`src/rtl/aic_pkg.sv`:
```
// ----------------------------------------------------------------------------
// Accumulator calculator package
// Operation codes, status codes and sequencer states shared by the block.
// ----------------------------------------------------------------------------
package aic_pkg;

  localparam int unsigned DataW = 32;

  typedef enum logic [2:0] {
    OP_ADD = 3'd0,
    OP_SUB = 3'd1,
    OP_MUL = 3'd2,
    OP_DIV = 3'd3,
    OP_REM = 3'd4,
    OP_POW = 3'd5,
    OP_RSV6 = 3'd6,
    OP_RSV7 = 3'd7
  } op_t;

  typedef enum logic [1:0] {
    ST_OK      = 2'd0,
    ST_DIV_ZERO = 2'd1,
    ST_REM_ZERO = 2'd2,
    ST_RSV     = 2'd3
  } status_t;

  typedef enum logic [2:0] {
    S_IDLE,
    S_DIV,
    S_POW_MUL,
    S_POW_SQ,
    S_DONE
  } state_t;

endpackage

```
`src/rtl/aic_mul.sv`:
```
// ----------------------------------------------------------------------------
// Shared multiplier
// Registered 32 by 32 multiply that keeps the low 32 bits of the product.
// ----------------------------------------------------------------------------
module aic_mul (
  input  logic        clk,
  input  logic [31:0] mul_a,
  input  logic [31:0] mul_b,
  output logic [31:0] mul_p
);
  import aic_pkg::*;

  logic [63:0] full;
  logic [31:0] prod_r;

  assign full  = {32'd0, mul_a} * {32'd0, mul_b};
  assign mul_p = prod_r;

  always_ff @(posedge clk) begin
    prod_r <= full[DataW-1:0];
  end
endmodule

```
`src/rtl/accumulator_integer_calculator_unit.sv`:
```
// ----------------------------------------------------------------------------
// Accumulator integer calculator
// Add, subtract, multiply, divide, remainder and power on a 32-bit accumulator.
// ----------------------------------------------------------------------------
// Add and subtract results go straight into the output register; multiply takes
// one pass through the registered multiplier first. Divide and remainder use a
// restoring divider, one quotient bit per cycle. Power runs square-and-multiply
// on one registered multiplier, two multiplier passes per exponent bit up to the
// highest set bit. One command is in flight at a time; the next beat
// is taken once the result beat has left the output register.
module accumulator_integer_calculator_unit (
  input  logic        clk,
  input  logic        rst_n,
  input  logic        in_valid,
  output logic        in_ready,
  input  logic [2:0]  in_operation,
  input  logic        in_use_accumulator,
  input  logic signed [31:0] in_operand_a,
  input  logic signed [31:0] in_operand_b,
  output logic        out_valid,
  input  logic        out_ready,
  output logic signed [31:0] out_result,
  output logic [1:0]  out_status
);
  import aic_pkg::*;

  state_t      state_r, state_nxt;
  logic [31:0] acc_r, acc_nxt;
  logic [31:0] a_r, a_nxt;      // dividend magnitude / power base square
  logic [31:0] b_r, b_nxt;      // divisor magnitude / exponent
  logic [31:0] q_r, q_nxt;      // quotient / power product
  logic [32:0] rem_r, rem_nxt;
  logic [5:0]  cnt_r, cnt_nxt;
  logic        neg_q_r, neg_q_nxt, neg_r_r, neg_r_nxt, is_rem_r, is_rem_nxt;
  logic        wait_r, wait_nxt;
  logic [31:0] res_r, res_nxt;
  status_t     st_r, st_nxt;
  logic [31:0] mul_a, mul_b, mul_p;
  logic [31:0] lhs;
  logic [32:0] trial;

  aic_mul u_mul (.clk(clk), .mul_a(mul_a), .mul_b(mul_b), .mul_p(mul_p));

  assign in_ready   = (state_r == S_IDLE);
  assign out_valid  = (state_r == S_DONE);
  assign out_result = res_r;
  assign out_status = st_r;
  assign lhs   = in_use_accumulator ? acc_r : in_operand_a;
  assign trial = {rem_r[31:0], a_r[31]} - {1'b0, b_r};

  always_comb begin
    state_nxt = state_r; acc_nxt = acc_r; a_nxt = a_r; b_nxt = b_r; q_nxt = q_r;
    rem_nxt = rem_r; cnt_nxt = cnt_r; neg_q_nxt = neg_q_r; neg_r_nxt = neg_r_r;
    is_rem_nxt = is_rem_r; wait_nxt = 1'b0; res_nxt = res_r; st_nxt = st_r;
    mul_a = a_r; mul_b = q_r;
    unique case (state_r)
      S_IDLE: begin
        mul_a = lhs; mul_b = in_operand_b;
        if (in_valid) begin
          st_nxt = ST_OK;
          res_nxt = acc_r;
          state_nxt = S_DONE;
          case (op_t'(in_operation))
            OP_ADD: res_nxt = lhs + in_operand_b;
            OP_SUB: res_nxt = lhs - in_operand_b;
            OP_MUL: begin
              wait_nxt = 1'b1;
              state_nxt = S_POW_SQ;
              cnt_nxt = 6'd0;
              b_nxt = 32'd0;
            end
            OP_DIV, OP_REM: begin
              if (in_operand_b == 32'd0) begin
                st_nxt = (in_operation == OP_DIV) ? ST_DIV_ZERO : ST_REM_ZERO;
              end else begin
                a_nxt = lhs[31] ? -lhs : lhs;
                b_nxt = in_operand_b[31] ? -in_operand_b : in_operand_b;
                neg_q_nxt = lhs[31] ^ in_operand_b[31];
                neg_r_nxt = lhs[31];
                is_rem_nxt = (in_operation == OP_REM);
                rem_nxt = 33'd0; q_nxt = 32'd0; cnt_nxt = 6'd32;
                state_nxt = S_DIV;
              end
            end
            OP_POW: begin
              if (in_operand_b == 32'd0) res_nxt = 32'd1;
              else if (in_operand_b == 32'hFFFF_FFFF) res_nxt = lhs;
              else if (in_operand_b[31]) res_nxt = 32'd0;
              else begin
                a_nxt = lhs; b_nxt = in_operand_b; q_nxt = 32'd1;
                state_nxt = S_POW_MUL; wait_nxt = 1'b0;
              end
            end
            default: ;
          endcase
          acc_nxt = res_nxt;
        end
      end
      S_DIV: begin
        if (!trial[32]) begin
          rem_nxt = trial; q_nxt = {q_r[30:0], 1'b1};
        end else begin
          rem_nxt = {rem_r[31:0], a_r[31]}; q_nxt = {q_r[30:0], 1'b0};
        end
        a_nxt = {a_r[30:0], 1'b0};
        cnt_nxt = cnt_r - 6'd1;
        if (cnt_r == 6'd1) begin
          if (is_rem_r) res_nxt = neg_r_r ? -rem_nxt[31:0] : rem_nxt[31:0];
          else res_nxt = neg_q_r ? -q_nxt : q_nxt;
          acc_nxt = res_nxt;
          state_nxt = S_DONE;
        end
      end
      S_POW_MUL: begin
        // Multiply product by the base when the low exponent bit is set.
        mul_a = q_r; mul_b = a_r;
        if (!wait_r) wait_nxt = 1'b1;
        else begin
          if (b_r[0]) q_nxt = mul_p;
          mul_a = a_r; mul_b = a_r;
          b_nxt = b_r >> 1;
          if ((b_r >> 1) == 32'd0) begin
            res_nxt = b_r[0] ? mul_p : q_r;
            acc_nxt = res_nxt;
            state_nxt = S_DONE;
          end else begin
            state_nxt = S_POW_SQ;
            wait_nxt = 1'b1;
          end
        end
      end
      S_POW_SQ: begin
        // Multiply result of the square (or the plain product) arrives here.
        if (b_r == 32'd0) begin
          res_nxt = mul_p; acc_nxt = mul_p; state_nxt = S_DONE;
        end else begin
          a_nxt = mul_p; state_nxt = S_POW_MUL;
          mul_a = q_r; mul_b = mul_p;
          wait_nxt = 1'b1;
        end
      end
      S_DONE: if (out_ready) state_nxt = S_IDLE;
      default: state_nxt = S_IDLE;
    endcase
  end

  always_ff @(posedge clk) begin
    if (!rst_n) begin
      state_r <= S_IDLE;
      acc_r   <= 32'd0;
      wait_r  <= 1'b0;
    end else begin
      state_r <= state_nxt;
      acc_r   <= acc_nxt;
      wait_r  <= wait_nxt;
    end
    a_r <= a_nxt; b_r <= b_nxt; q_r <= q_nxt; rem_r <= rem_nxt; cnt_r <= cnt_nxt;
    neg_q_r <= neg_q_nxt; neg_r_r <= neg_r_nxt; is_rem_r <= is_rem_nxt;
    res_r <= res_nxt; st_r <= st_nxt;
  end

  a_result_is_acc: assert property (@(posedge clk) disable iff (!rst_n)
    out_valid |-> (out_result == acc_r)) else $error("result differs from accumulator");
  a_no_ready_busy: assert property (@(posedge clk) disable iff (!rst_n)
    out_valid |-> !in_ready) else $error("ready while result pending");
  a_err_keeps_acc: assert property (@(posedge clk) disable iff (!rst_n)
    (out_valid && out_status != ST_OK) |-> $stable(acc_r))
    else $error("error changed accumulator");
endmodule

```
`config.mk`:
```
export PLATFORM = sky130hd
export DESIGN_NAME = accumulator_integer_calculator_unit
export DESIGN_NICKNAME = d
export VERILOG_FILES = /design/src/rtl/aic_pkg.sv /design/src/rtl/aic_mul.sv /design/src/rtl/accumulator_integer_calculator_unit.sv
export SDC_FILE = /design/constraint.sdc
export NUM_CORES = 2
export LEC_CHECK = 0
export BUFFER_PORTS_ARGS = -buffer_cell sky130_fd_sc_hd__buf_2
export CAP_MARGIN = 20
export CORE_MARGIN = 2
export CORE_UTILIZATION = 40
export CTS_BUF_LIST = sky130_fd_sc_hd__clkbuf_4
export DETAILED_ROUTE_END_ITERATION = 6
export PLACE_DENSITY = 0.67
export REMOVE_ABC_BUFFERS = 1
export SLEW_MARGIN = 20
export SYNTH_ARGS = -nofsm -noshare
export SYNTH_HDL_FRONTEND = slang
export SYNTH_SLANG_ARGS = --single-unit
```
`constraint.sdc`:
```
create_clock -name clk -period 21.2 [get_ports clk]
set_input_delay 4.24 -clock clk [delete_from_list [all_inputs] [get_ports clk]]
set_output_delay 4.24 -clock clk [all_outputs]
set_load 0.05 [all_outputs]
```
### Yosys cells after proc, flatten, opt, wreduce, memory -nomap -nowiden

Index checks and enable logic that the tools add are counted.

* bits in registers: 239
* bits of input ports: 72
* output and inout port bits: 36
* word-level logic and storage cells: 150

* add/sub/neg operators: 8
* multiply operators: 1
* equal/unequal tests: 27
* mux-type cells: 77
* bitwise logic cells: 2
* reduce and logical (&&, ||, !) cells: 21

Operators by type and width (count)
* $mux 32: 42
* $pmux 32 s3: 6
* $pmux 32 s2: 4
* $neg 32->32: 4
* $pmux 32 s4: 1
* $logic_not 32->1: 3
* $sub 33x32->33: 1
* $add 32x32->32: 1
* $eq 32x32->1 const B: 1
* $mul 32x32->32: 1
* $sub 32x32->32: 1
* $mux 3: 10
* $pmux 6 s2: 2
* $reduce_and 8->1: 3
* $reduce_and 4->1: 4
* $pmux 3 s5: 1
* $ne 2x2->1 const B: 7
* $eq 3x2->1 const B: 4
* $mux 6: 2
* $ne 3x3->1 const B: 4
* $eq 3x3->1 const B: 3
* $pmux 3 s3: 1
* $eq 3x1->1 const B: 2
* $eq 6x1->1 const B: 1
* 16 further kinds: 27

### Longest topological paths before layout

* word-level depth: 8
* gate-level depth with buffers: 40
* mapped depth without buffers: 33

### Modules after synthesis

A second synthesis with hierarchy kept.

* cell total of the unflattened synthesis: 4513
* area total of the unflattened synthesis: 37567.3 um^2

Modules (own cells, without submodules)
* accumulator_integer_calculator_unit: instances 1, cells each 2734, area each 21229.1 um^2, sequential area each 5855.6 um^2
* aic_mul: instances 1, cells each 1779, area each 16338.2 um^2, sequential area each 640.6 um^2

### Least setup slack after synthesis

OpenSTA, ideal clock, no wires.

* path kind: input -> register
* start: in in_use_accumulator
* end: reg u_mul.prod_r[31] (netlist: u_mul.mul_p[31])
* library setup time: 121 ps
* arrival: 12575 ps
* setup slack: 8504 ps
* cell stages on the path: 33
* buffers on the path: 5
* cell sequence: clkbuf_1 > buf_2 > buf_1 > mux2_2 > nand2_1 > o21ai_0 > a222oi_1 > clkbuf_1 > clkbuf_1 > nor2_1 > fa_1 > inv_1 > fa_1 > inv_1 > fa_1 > fa_1 > inv_1 > fa_1 > fa_1 > fa_1 > fa_1 > xnor2_1 > xnor2_1 > xnor2_1 > xnor2_1 > xnor2_1 > xnor2_1 > xnor3_1 > xnor2_1 > xnor3_1 > xnor2_1 > xnor2_1 > xnor2_1

* word-level cells in the longest chain between the ends: 3

RTL lines
* start: declaration: line accumulator_integer_calculator_unit.sv:17 `input logic in_use_accumulator,`
* $mux 32: line accumulator_integer_calculator_unit.sv:48 `assign lhs = in_use_accumulator ? acc_r : in_operand_a;`
* $pmux 32 s3: line accumulator_integer_calculator_unit.sv:56 `unique case (state_r)`
* $mul 32x32->32: line aic_mul.sv:16 `assign full = {32'd0, mul_a} * {32'd0, mul_b};`
* net u_mul.full[31]: line aic_mul.sv:13 `logic [63:0] full;`
* end signal: assignment: line aic_mul.sv:20 `prod_r <= full[DataW-1:0];`
* end: declaration: line aic_mul.sv:14 `logic [31:0] prod_r;`

The timed path passes the listed nets, and every way through them passes these cells.
A chain may end at the register's enable or synchronous reset.

### Final worst setup path

* start: in in_use_accumulator
* end: reg u_mul.prod_r[30] (netlist: u_mul.mul_p[30])

The elaborated chain is that of the path after synthesis.

==> results.cfg <==
[clock_network]
cts_made_buffers = 76
clock_path_buffers = 3
post_cts_buffers = 0
clk_pin_slew_worst_paths_ps = 60
cts_root_buf = clkbuf_4
clock_sinks = 239
postCtsHoldBufs = 0
cts_tree = built
cts-resized-gates = 0
htreeDepth = 3
clock_latency_ps = 860

[setup_path]
crit_family = adder cells
critical_path_class = input pin to register
crit_path_start_kind = input pin
reg2reg_setup_slack_ps = 10120
r2r-start = b_r[29]$_DFFE_PP_
worstPathArrival_ps = 13020
cp_num_buf_inv = 10
cp.required_ps = 21910
end_kind = register
cp_slowest_cell = o311ai_1
cp_max_fo = 32
crit_top_cell = inv_1
timing.rr.end = u_mul.mul_p[30]$_DFF_P_
max_stage_delay_ps = 690
r2r_cells = 31

[detailed_routing]
wl_per_cell_um = 24.54
drt_wl_total_um = 141900
ant_nets = 0
drtPass1Iterations = 7
drt_iter0_drc = 4519
vias = 35010
via_per_inst = 6.053
remaining_drc_errors = 5

[floorplanning]
coreArea_sq_um = 93050
rows = 112
die_h_um = 309.9
initial_utilization_pct = 40.23
num_io_pins = 108
dieArea_sq_um = 96040
die_x_um = 309.9

[global_route]
antenna_found_initial = 14
grt_pass1_wl_um = 213700
use_met2_pct = 43.80
grt_max_degree = 78
overflow = 0
top_usage_layer = met2
grt_usage_pct = 29.55
use_met1_pct = 40.39
grtUsageMet3_pct = 8.112
grt_pass1_vias = 34090

[timing]
rsz0062_at_grt = false
finalSetupViolCount = 0
drv_slew = 0
finalCriticalPeriod_ps = 12300
worst_slew_margin_rel_pct = 25.08
tns_ps = 0
hold_viol_final = 0
finClkSkew_ps = 67.35
post-route-period-util_pct = 58.04
worst_pin_slew_ps = 1115
fmax_mhz = 81.27

[hold_path]
hold_class = register to register
holdPathStages = 2
hold_start = acc_r[7]$_SDFFE_PN0P_
holdPathEnd = acc_r[7]$_SDFFE_PN0P_

[synthesis]
yosys_warnings = 0
synth_edf_count = 171
yosys.area.top_type = fa_1
synth_cell_types = 97
netlist.area_leader.share_pct = 21.93
synth_area_leaders = fa_1 (22%), edfxtp_1 (14%), ha_1 (6.5%)
syn_area_sq_um = 37430
async_flop_share_pct = 0
ys_seq_area_share_pct = 17.36
avgSynthCellArea_sq_um = 8.342
syn_inst = 4487
synth-seq-cells = 239
synth_ff_type = edfxtp_1

[cells_and_area]
postLayoutCoreUtil_pct = 43.28
drive_above_1_share_pct = 11.23
area_growth_pct = 7.588
layout.nets = 5136

[run]
cap_violations = 0

[placement]
gp_congestion = 1.009
dp_hpwl_um = 106900
io_buffers = 107

[outcome]
violations = design-rule violations
status = finished, violations left
-- cell usage after synthesis (163+ instances only) --
library cell	n
nor2_1	614
inv_1	531
fa_1	410
nand2_1	394
clkbuf_1	238
o21ai_0	201
ha_1	194
a21oi_1	193
edfxtp_1	171
xnor2_1	165
mux2i_1	163
-- layout make-up --
class,instances,area (sq um)
multi-input cells,3413,27980
clock buffers,115,863.3
clock inverters,27,131.4
well taps,1254,1569
flip-flops and latches,239,6501
diodes,6,15.01
inverters,533,2001
fillers,9428,52780
repair buffers,197,1211
-- tightest hold or removal path, cell delays in order, from the launching register on --
cell and delay, ps:
dfxtp_1 320, nand2_1 60, a21oi_1 50
-- state kept, by name, summed over array words and instances, names as in the netlist, 6 cells and up --
| name | cells |
|---|---|
| u_mul.mul_p | 32 |
| acc_r | 32 |
| out_result | 32 |
| cnt_r | 6 |
| b_r | 32 |
| q_r | 32 |
| rem_r | 32 |
| a_r | 32 |
-- cell families after synthesis --
group	after synthesis	synth area share (%)
simple gates	1470	17.89
compound gates	903	16.68
buf+inv	835	8.527
fa+ha+maj	604	28.41
flops	239	17.36
xor+xnor	232	5.539
mux	204	5.592
-- cells in the final DEF (no fill, tap or decap), types with 19 or more instances in the layout --
cell type,count
nand3_1,51
a21oi_1,192
o21bai_1,19
a221oi_2,24
nor3_1,62
a221o_1,43
a211oi_1,41
nor2b_1,25
ha_1,194
nor4_1,19
o31ai_1,33
or2_2,61
buf_2,107
xnor2_1,165
xor2_1,64
buf_4,89
edfxtp_1,171
nand2b_1,65
fa_1,410
dfxtp_1,66
and2_1,34
or3_1,30
clkinv_1,20
nor2_1,612
o21a_1,19
o22ai_1,39
a31oi_1,33
a21o_1,32
o21ai_0,201
nand4_1,25
clkbuf_4,116
inv_1,530
mux2_2,41
mux2i_1,163
nand2_1,393
a221oi_1,37
-- routing by layer --
| layer | wire length, um | part of all wire (%) |
|---|---|---|
| met4 | 6644 | 4.7 |
| met3 | 18770 | 13 |
| met5 | 78 | 0.055 |
| met2 | 60150 | 42 |
| met1 | 56280 | 40 |
-- per-stage QoR --
stage          hold slack, ps  worst slack, ps  area, sq um  cells
3_5_place_dp            466.2             7877        39240   5635
5_1_grt                 495.0             8516        40270   5784
2_1_floorplan           446.0             6081        36240   4185
3_3_place_gp            454.5             8023        39240   5635
6_report                478.8             8896        40270   5784
4_1_cts                 476.6             8720        40240   5777
-- worst max path at each step --
stage / slack (ps) / end / from / depth (start not counted)
3_5_place_dp: 7880 / u_mul.mul_p[30]$_DFF_P_ / in_use_accumulator / 34
2_1_floorplan: 6080 / u_mul.mul_p[31]$_DFF_P_ / state_r[1]$_SDFFE_PN0P_ / 26
3_3_place_gp: 8020 / u_mul.mul_p[30]$_DFF_P_ / in_use_accumulator / 34
4_1_cts: 8720 / u_mul.mul_p[30]$_DFF_P_ / in_use_accumulator / 34
5_1_grt: 8520 / u_mul.mul_p[30]$_DFF_P_ / in_use_accumulator / 33
6_report: 8900 / u_mul.mul_p[30]$_DFF_P_ / in_use_accumulator / 34
Power is left out: the tool's default activity adds up to more than one toggle a clock period on the data nets, which glitch-free logic cannot reach.
